**config.mk**
```make
export PLATFORM = sky130hd
export DESIGN_NAME = lrup_cell
export DESIGN_NICKNAME = d
export VERILOG_FILES = /design/src/rtl/core/lrup_pkg.sv /design/src/rtl/core/lrup_cell.sv
export SDC_FILE = /design/constraint.sdc
export NUM_CORES = 1
export LEC_CHECK = 0
export BUFFER_PORTS_ARGS = -buffer_cell sky130_fd_sc_hd__buf_2
export CAP_MARGIN = 20
export CORE_ASPECT_RATIO = 0.6
export CORE_MARGIN = 1
export CORE_UTILIZATION = 25
export CTS_CLUSTER_DIAMETER = 50
export DETAILED_ROUTE_END_ITERATION = 6
export PLACE_DENSITY = 0.52
export SLEW_MARGIN = 10
export SYNTH_ARGS = -nofsm -noshare
export SYNTH_HDL_FRONTEND = slang
export SYNTH_SLANG_ARGS = --single-unit
export TNS_END_PERCENT = 50
```
**constraint.sdc**
```tcl
create_clock -name clk -period 3.1 [get_ports clk]
set_input_delay 0.62 -clock clk [delete_from_list [all_inputs] [get_ports clk]]
set_output_delay 0.62 -clock clk [all_outputs]
set_load 0.02 [all_outputs]
```
**src/rtl/core/lrup_pkg.sv**
```systemverilog
// Shared widths, constants and cell command type for the LRU page replacement block.
package lrup_pkg;

	localparam int unsigned PAGE_W  = 6;
	localparam int unsigned FRAME_W = 7;
	localparam int unsigned COUNT_W = 32;
	localparam int unsigned IN_W    = 8;
	localparam int unsigned OUT_W   = 48;

	localparam logic [FRAME_W-1:0] FRAME_RESET = 7'd4;

	// Output bus layout, lowest bit up
	localparam int unsigned O_HIT  = 0;
	localparam int unsigned O_EVV  = 1;
	localparam int unsigned O_EVP  = 2;
	localparam int unsigned O_CNT  = O_EVP + PAGE_W;
	localparam int unsigned O_TEX  = O_CNT + COUNT_W;

	// Broadcast command from the controller to every cell
	typedef struct packed {
		logic stamp;
		logic set;
		logic clr;
	} cell_cmd_t;

endpackage

```
**src/rtl/core/lrup_cell.sv**
```systemverilog
// One page cell: resident bit, last-use stamp and one stage of the oldest-page scan.
module lrup_cell #(
	parameter int unsigned INDEX      = 0,
	parameter int unsigned NUM_PAGES  = 64,
	parameter int unsigned TIME_WIDTH = 32,
	localparam int unsigned PW        = $clog2(NUM_PAGES)
) (
	input  logic                  clk,
	input  logic                  arst_n,
	input  lrup_pkg::cell_cmd_t   cmd,
	input  logic [PW-1:0]         page_idx,
	input  logic [PW-1:0]         victim_idx,
	input  logic [TIME_WIDTH-1:0] tick,
	input  logic                  tok_in_v,
	input  logic                  tok_in_found,
	input  logic [TIME_WIDTH-1:0] tok_in_oldest,
	input  logic [PW-1:0]         tok_in_victim,
	output logic                  tok_out_v,
	output logic                  tok_out_found,
	output logic [TIME_WIDTH-1:0] tok_out_oldest,
	output logic [PW-1:0]         tok_out_victim,
	output logic                  resident
);

	localparam logic [PW-1:0] MY_IDX = PW'(INDEX);

	logic                  resident_q;
	logic [TIME_WIDTH-1:0] stamp_q;
	logic                  tok_v_q;
	logic                  tok_found_q;
	logic [TIME_WIDTH-1:0] tok_oldest_q;
	logic [PW-1:0]         tok_victim_q;
	logic                  take;

	// Claim the scan token when this page is resident and strictly older
	assign take = resident_q && (!tok_in_found || (stamp_q < tok_in_oldest));

	// Track residency: clear on eviction, set on load
	always_ff @(posedge clk or negedge arst_n) begin
		if (!arst_n) begin
			resident_q <= 1'b0;
			tok_v_q    <= 1'b0;
		end else begin
			tok_v_q <= tok_in_v;
			if (cmd.clr && (victim_idx == MY_IDX))
				resident_q <= 1'b0;
			if (cmd.set && (page_idx == MY_IDX))
				resident_q <= 1'b1;
		end
	end

	// Stamp on reference; pass the scan token on to the next cell
	always_ff @(posedge clk) begin
		if (cmd.stamp && (page_idx == MY_IDX))
			stamp_q <= tick;
		tok_found_q  <= tok_in_found | take;
		tok_oldest_q <= take ? stamp_q : tok_in_oldest;
		tok_victim_q <= take ? MY_IDX : tok_in_victim;
	end

	assign tok_out_v      = tok_v_q;
	assign tok_out_found  = tok_found_q;
	assign tok_out_oldest = tok_oldest_q;
	assign tok_out_victim = tok_victim_q;
	assign resident       = resident_q;

endmodule

```
After elaboration in Yosys (flattened, before gate mapping). Cells that the tools add are included.

$lt $le $gt $ge: 1. Reduce and logical (&&, ||, !) cells: 9. Muxes and demuxes: 3. Bitwise gates (word level): 1.

Operators with widths (count): $lt A32 B32 Y1 (1); $mux W32 (1); $logic_not A6 Y1 (2); $logic_and A1 B1 Y1 (4); $mux W1 (2); $reduce_bool A2 Y1 (1); $logic_not A1 Y1 (1); $logic_or A1 B1 Y1 (1); $or A1 B1 Y1 (1).

Register bits after elaboration: 73. Output and inout bits: 41. Word-level logic and storage cells: 20.

Depth between registers and ports, before layout. Gate-level depths: netlist (run 1).

Depth after elaboration: 4. Gate-level depth with buffers: 10.

Worst setup path before layout (run 1). No wires, ideal clock.

Path kind: input to register. From: input tok_in_oldest[13]. To: register tok_oldest_q[17], in the netlist tok_out_oldest[17]. Setup slack: 0.368 ns. Setup time: 0.123 ns. Stages: 10. Arrival: 2.608 ns. Path buffers: 2. Cells stage by stage: inv_1 > ha_1 > a211oi_2 > nor2_1 > a2111o_1 > a311o_1 > a22oi_2 > buf_6 > buf_6 > mux2_1.

Longest elaborated chain between the ends: 4.

Ends and longest elaborated chain: start, declared (line lrup_cell.sv:16) `input logic [TIME_WIDTH-1:0] tok_in_oldest,`; $lt A32 B32 Y1 (line lrup_cell.sv:36) `assign take = resident_q && (!tok_in_found || (stamp_q < tok_in_oldest));`; $logic_or A1 B1 Y1 (line lrup_cell.sv:36); $logic_and A1 B1 Y1 (line lrup_cell.sv:36); $mux W32 (line lrup_cell.sv:57) `tok_oldest_q <= take ? stamp_q : tok_in_oldest;`; end signal, assigned (line lrup_cell.sv:57); end, declared (line lrup_cell.sv:31) `logic [TIME_WIDTH-1:0] tok_oldest_q;`.

No other way between the ends. A chain may end at the register's enable or synchronous reset.

Final worst setup path (run 1).
From: input tok_in_oldest[13]. To: register tok_oldest_q[15], in the netlist tok_out_oldest[15].

Same word-level chain as after synthesis.

==> out/results.ini, run 1 <==
[layout]
drive_above_1_share_pct = 44.30
mostFrequentLayoutCell = buf_2
stdcell_area_um2 = 4202
final_cell_mix = buf_2 (129), dfxtp_1 (39), inv_1 (32), edfxtp_1 (32), ha_1 (31)
fin_util_pct = 36.11
nets = 492
diodes = 0
area_growth_pct = 36.67

[pwr]
p_seq_share_pct = 44.9
power_frac_comb_pct = 14.4
p_clk_share_pct = 40.7
intPower_mw = 1.831
p_sw_share_pct = 23.60
switchingPower_uw = 565.5
vdd_drop_max_v = 0.0002219
p_per_area_nw_per_um2 = 570.3
p_leak_nw = 1.969

[timing]
fmax_mhz = 376.0
worstMarginPinSlew_ns = 0.3868
finalSetupTns_ns = 0
fin_skew_ns = 0.006534
maxSlewHeadroom_pct = 74.21
min_period_ns = 2.659
finalSetupViolCount = 0
rsz0062_at_grt = no
post-route-period-util_pct = 85.79
drv_slew = 0
hold_viol = 0

[synthesis]
synthArstFlopShare_pct = 2.740
netlist_area_um2 = 3074
synth_warnings = 0
synthFlopType = dfxtp_1
synth.avg_cell_area_um2 = 13.25
postSynthCellCount = 232
synth_cell_types = 35
synth_edf_count = 32
ys_seq_elements = 73
yosysSeqAreaShare_pct = 58.28
syn_nets = 352

[routing]
route.vias.total = 2172
wl_um = 6927
wl_per_cell_um = 12.90
drc = 0
drt-vias-per-instance = 4.045
first_pass_iters = 4
drt-initial-drc-count = 39
antenna_left = 0

[setup_path]
cp.arrival_ns = 2.87
slowest_delay_ns = 0.38
critical_path.top_delay_family = compound AO/OA/AOI/OAI gates
rrSetupSlack_ns = 0.47
critPathSlowestCell = a2111o_1
path_class = in2reg
crit_required_ns = 3.31
endpoint_kind = register
crit_path_max_fanout = 17
path_buf_inv = 3
worst_setup_path_start_kind = input pin
cp_cell_sequence = buf_2 > inv_1 > ha_1 > a211oi_2 > nor2_1 > a2111o_1 > a311o_1 > a22oi_2 > buf_4 > mux2_2

[die]
rows = 30
die_area_um2 = 12760
die_y_um = 87.90
die_w_um = 145.2
start_util_pct = 26.42
ios = 130
core_area_um2 = 11640

[placement]
io_buffer_count = 129
postPlaceCellArea_um2 = 3923
place_hpwl_um = 5511
gp_congestion = 0.7979

[global_route]
grt_pass1_vias = 2196
antenna_found_initial = 1
grt_overflow_total = 0
grt_max_degree = 22
grtUsageTotal_pct = 11.57
grt_first_pass_wirelength_um = 10920

[run_status]
status = finished clean

[cts]
cts_resized = 0
clk_pin_slew_ns = 0.05
insertion_delay_ns = 0.33
root_buffer = clkbuf_16
cts_max_level = 3
postCtsHoldBufs = 0
cts_tree = yes
cts_sinks = 73
cts_max_path_buffers = 2
numCtsBuffers = 9
postCtsSetupBuffers = 0

[flow_run]
cap_viol_max_count = 0

[hold_path]
hp-class = in2async

## power groups by stage
| stage | clock network (mW) | registers (mW) | logic, mW |
|---|---|---|---|
| floorplan | 0 | 1.16 | 0.143 |
| global placement | 0 | 1.10 | 0.348 |
| detailed placement | 0 | 1.10 | 0.350 |
| CTS | 1.02 | 1.08 | 0.352 |
| global route | 1.06 | 1.08 | 0.380 |
| finish | 0.976 | 1.08 | 0.345 |
## metrics by stage
step                      setup slack (ns)  hold slack (ns)  std cells  power, mW
after floorplan                     0.3683           0.3244        232      1.306
after global placement              0.1241           0.4087        521      1.444
after detailed placement           0.07637           0.4107        521      1.446
after CTS                           0.4301          0.05306        537      2.448
after global routing                0.2811          0.05331        537      2.517
final                               0.4407          0.07388        537      2.396
## area by class of cell
cell class                 instances  area (µm²)
sequential                        73        1792
multi-input combinational        123        1122
timing repair buffer             133       688.2
fill                            1203        7435
tap                              160       200.2
clock buffer                      11       232.7
inverter                          32       120.1
clock inverter                     5       46.29
## flip-flops by register name, summed over array words and instances (netlist names)
name and flops:
stamp_q 32, tok_out_v 1, tok_out_victim 6, tok_out_found 1, resident 1, tok_out_oldest 32
## worst paths after layout
check | from | endpoint | cells past startpoint
worst max-delay path | tok_in_oldest[13] | tok_out_oldest[15]$_DFF_P_ | 10
max in group asynchronous | arst_n | resident$_DFFE_PN0P_ | 1
worst max register to register | stamp_q[13]$_DFFE_PP_ | tok_out_oldest[15]$_DFF_P_ | 8
min in group clk | tok_in_v | tok_out_v$_DFF_PN0_ | 1
worst min register to register | stamp_q[23]$_DFFE_PP_ | tok_out_oldest[23]$_DFF_P_ | 1
worst min-delay path | arst_n | tok_out_v$_DFF_PN0_ | 1
## layer usage
layer  part of all wire, %  track usage [%]  vias to the layer above
met5                     0                0                        -
li1                      -                -                     1116
met2                    41            17.00                       86
met4                  0.85            4.306                        0
met3                   8.8            5.417                        6
met1                    49            14.85                      964
## cell families (layout without fill, tap and decap cells)
group                      after synthesis  in the layout  synth area share, %
AOI/OAI and AO/OA                       24             24                5.413
adders and majority gates               31             31                12.62
buffers and inverters                   36            181                5.250
DFF                                     73             73                58.28
muxes                                   32             32                11.72
and+or+nand+nor                         36             36                6.716
## cell usage after synthesis, types with 2 or more instances
library cell  number  share of area (%)
dfxtp_1           39                 25
edfxtp_1          32                 31
inv_1             32                3.9
ha_1              31                 13
mux2_2            18                6.6
mux2_1            14                5.1
a21oi_1            9                1.5
nand4_1            6                1.2
nor2b_1            6                1.2
nand2_1            5               0.61
nand3_1            5               0.81
o21ai_0            4               0.65
buf_6              3                1.1
nor2_1             3               0.37
a21o_1             2               0.49
and3_1             2               0.41
dfrtp_1            2                1.6
or4_1              2               0.49
Power figures use the tool's default switching activity.
==> inputs of run 2 (changes only) <==
- ABC_AREA: unset -> 1
==> run 2 against run 1 <==
Register-to-register slack improved by 0.55 ns. Highest routed layer unchanged. Largest power group unchanged. Largest cell class unchanged. Sequential cell count unchanged. Area after synthesis increased by 8.2%. Count of clock-buffer cells in the layout increased by 1. Critical path type unchanged. Cell count increased by 19%.
==> out/results.ini, run 2 <==
[cts]
cts_max_level = 3  ; unchanged
cts_sinks = 73  ; unchanged
numCtsBuffers = 9  ; unchanged
insertion_delay_ns = 0.32  ; was 0.33 ns
root_buffer = clkbuf_16  ; unchanged
postCtsHoldBufs = 0  ; unchanged
postCtsSetupBuffers = 0  ; unchanged
clk_pin_slew_ns = 0.06  ; was 0.05 ns
cts_resized = 0  ; unchanged
cts_max_path_buffers = 2  ; unchanged
cts_tree = yes  ; unchanged

[timing]
hold_viol = 0  ; unchanged
maxSlewHeadroom_pct = 68.86  ; was 74.21%
min_period_ns = 2.101  ; was 2.659 ns
post-route-period-util_pct = 67.77  ; was 85.79%
fin_skew_ns = 0.007048  ; was 0.006534 ns
finalSetupViolCount = 0  ; unchanged
finalSetupTns_ns = 0  ; unchanged
worstMarginPinSlew_ns = 0.4671  ; was 0.3868 ns
rsz0062_at_grt = no  ; unchanged
drv_slew = 0  ; unchanged
fmax_mhz = 476.0  ; was 376.0 MHz

[pwr]
power_mw = 2.504  ; was 2.396 mW
intPower_mw = 1.810  ; was 1.831 mW
vdd_drop_max_v = 0.0002187  ; was 0.0002219 V
switchingPower_uw = 693.9  ; was 565.5 µW
p_per_area_nw_per_um2 = 571.2  ; was 570.3 nW/µm²
p_leak_nw = 2.222  ; was 1.969 nW
p_seq_share_pct = 44.7  ; was 44.9%
power_frac_comb_pct = 18.2  ; was 14.4%
p_clk_share_pct = 37.1  ; was 40.7%
p_sw_share_pct = 27.71  ; was 23.60%

[placement]
io_buffer_count = 129  ; unchanged
place_hpwl_um = 6084  ; was 5511 µm
gp_congestion = 0.7961  ; was 0.7979

[setup_path]
endpoint_kind = register  ; unchanged
path_class = in2reg  ; unchanged
cp.arrival_ns = 2.31  ; was 2.87 ns
crit_required_ns = 3.31  ; about the same
crit_path_max_fanout = 32  ; was 17
reg2reg_depth = 11  ; was 8
worst_setup_path_start_kind = input pin  ; unchanged

[die]
die_area_um2 = 13780  ; was 12760 µm²
start_util_pct = 25.80  ; was 26.42%
ios = 130  ; unchanged
die_y_um = 91.34  ; was 87.90 µm
core_area_um2 = 12890  ; was 11640 µm²
rows = 32  ; was 30
die_w_um = 150.9  ; was 145.2 µm

[synthesis]
ys_seq_elements = 73  ; unchanged
postSynthCellCount = 331  ; was 232
post-synth-top-count-cell = nand2_1  ; was dfxtp_1
synthFlopType = dfxtp_1  ; unchanged
synth_warnings = 0  ; unchanged
synthArstFlopShare_pct = 2.740  ; unchanged
synth_top_cell_by_area = edfxtp_1  ; unchanged
ys_top_cells_by_area = edfxtp_1 (29%), dfxtp_1 (23%), ha_1 (12%)  ; was edfxtp_1 (31%), dfxtp_1 (25%), ha_1 (13%)
synth.avg_cell_area_um2 = 10.05  ; was 13.25 µm²
netlist_area_um2 = 3326  ; was 3074 µm²
yosys.area.top_type_share_pct = 28.89  ; was 31.26%
synth_edf_count = 32  ; unchanged
syn_nets = 451  ; was 352
synth_commonest_cells = nand2_1 (93), dfxtp_1 (39), inv_1 (39), edfxtp_1 (32), ha_1 (31)  ; was dfxtp_1 (39), edfxtp_1 (32), inv_1 (32), ha_1 (31), mux2_2 (18)
synth_cell_types = 26  ; was 35
yosysSeqAreaShare_pct = 53.88  ; was 58.28%

[routing]
antenna_left = 0  ; unchanged
wl_um = 7952  ; was 6927 µm
wl_per_cell_um = 12.46  ; was 12.90 µm
route.vias.total = 2589  ; was 2172
drt-initial-drc-count = 70  ; was 39
drc = 0  ; unchanged
drt-vias-per-instance = 4.058  ; was 4.045
first_pass_iters = 4  ; unchanged

[global_route]
grt_first_pass_wirelength_um = 12610  ; was 10920 µm
grt_overflow_total = 0  ; unchanged
grt_max_degree = 39  ; was 22
grtUsageTotal_pct = 12.07  ; was 11.57%
antenna_found_initial = 0  ; was 1
grt_pass1_vias = 2532  ; was 2196

[flow_run]
cap_viol_max_count = 0  ; unchanged

[layout]
area_growth_pct = 31.79  ; was 36.67%
register_area_um2 = 1793  ; was 1792 µm²
final_cell_mix = buf_2 (129), nand2_1 (93), inv_1 (39), dfxtp_1 (39), edfxtp_1 (32)  ; was buf_2 (129), dfxtp_1 (39), inv_1 (32), edfxtp_1 (32), ha_1 (31)
nets = 583  ; was 492
drive_above_1_share_pct = 36.75  ; was 44.30%
mostFrequentLayoutCell = buf_2  ; unchanged
diodes = 0  ; unchanged
multi_input_area_um2 = 1284  ; was 1122 µm²
num-fill-cells = 1349  ; was 1203

[run_status]
status = finished clean  ; unchanged

[hold_path]
hp-class = in2async  ; unchanged

run 2: cell count changes after synthesis, sizes merged, moves of 4 or more:
cell    change
nand2      +91
mux2       -32
nand3      +30
nor2       +10
inv         +7
a21boi      +6
nor2b       -6
a21oi       +5
buf         +5
nand4       -4
run 2: power groups by stage:
stage | registers (mW) | logic (mW) | clock network [mW]
floorplan | 1.23 | 0.194 | 0
global placement | 1.14 | 0.457 | 0
detailed placement | 1.14 | 0.461 | 0
global route | 1.13 | 0.507 | 1.00
CTS | 1.12 | 0.462 | 0.966
finish | 1.12 | 0.455 | 0.929
run 2: through the flow:
| step | setup WS [ns] | cells | hold slack [ns] | utilization (%) | area [µm²] |
|---|---|---|---|---|---|
| final | 0.9992 | 638 | 0.07640 | 34.00 | 4383 |
| after global routing | 0.7559 | 638 | 0.05555 | 34.00 | 4383 |
| after CTS | 0.9796 | 638 | 0.06049 | 34.00 | 4383 |
| after detailed placement | 0.6283 | 622 | 0.4170 | 31.93 | 4116 |
| after global placement | 0.6190 | 622 | 0.4162 | 31.93 | 4116 |
| after floorplan | 0.7978 | 331 | 0.3244 | - | 3326 |
run 2: final cells by class:
type | count | area share (%)
multi-input combinational | 208 | 29.29
timing repair buffer | 132 | 15.53
inverter | 39 | 3.340
clock inverter | 4 | 0.4568
sequential | 73 | 40.91
clock buffer | 12 | 5.624
tap | 170 | 4.853
run 2: kinds of logic (layout without fill, tap and decap cells):
| logic type | after synthesis | count (layout) | share of synthesized area (%) |
|---|---|---|---|
| simple gates | 152 | 152 | 22.57 |
| flops | 73 | 73 | 53.88 |
| buf+inv | 50 | 187 | 7.562 |
| fa+ha+maj | 31 | 31 | 11.66 |
| compound gates | 25 | 25 | 4.327 |
run 2: worst paths after layout:
kind | startpoint | endpoint | slack (ns)
hold / removal | arst_n | tok_out_v$_DFF_PN0_ | 0.08
hold reg to reg | stamp_q[0]$_DFFE_PP_ | tok_out_oldest[0]$_DFF_P_ | 0.50
setup reg to reg | stamp_q[25]$_DFFE_PP_ | tok_out_oldest[3]$_DFF_P_ | 1.02
setup / recovery | tok_in_oldest[5] | tok_out_oldest[3]$_DFF_P_ | 1.0
min in group clk | tok_in_v | tok_out_v$_DFF_PN0_ | 0.40
max in group asynchronous | arst_n | resident$_DFFE_PN0P_ | 2.91
run 2: critical path: stages:
cell and delay, ns:
buf_2 0.09, inv_1 0.04, ha_1 0.30, a21oi_1 0.15, nor2_1 0.06, nor3_1 0.12, nand2_1 0.12, nand2_1 0.09
nand2_1 0.07, nand2_1 0.07, nand2_2 0.06, nand2_4 0.08, nand2_4 0.23, nand2_1 0.13, nand2_1 0.06
run 2: layer usage:
layer	wire length (µm)	part of all wire [%]	vias up	GRT usage [%]
met3	536	6.7	4	4.070
met1	4019	51	1151	16.52
met5	0	0	-	0
met2	3344	42	84	17.66
met4	51	0.64	0	3.833
li1	-	-	1350	-
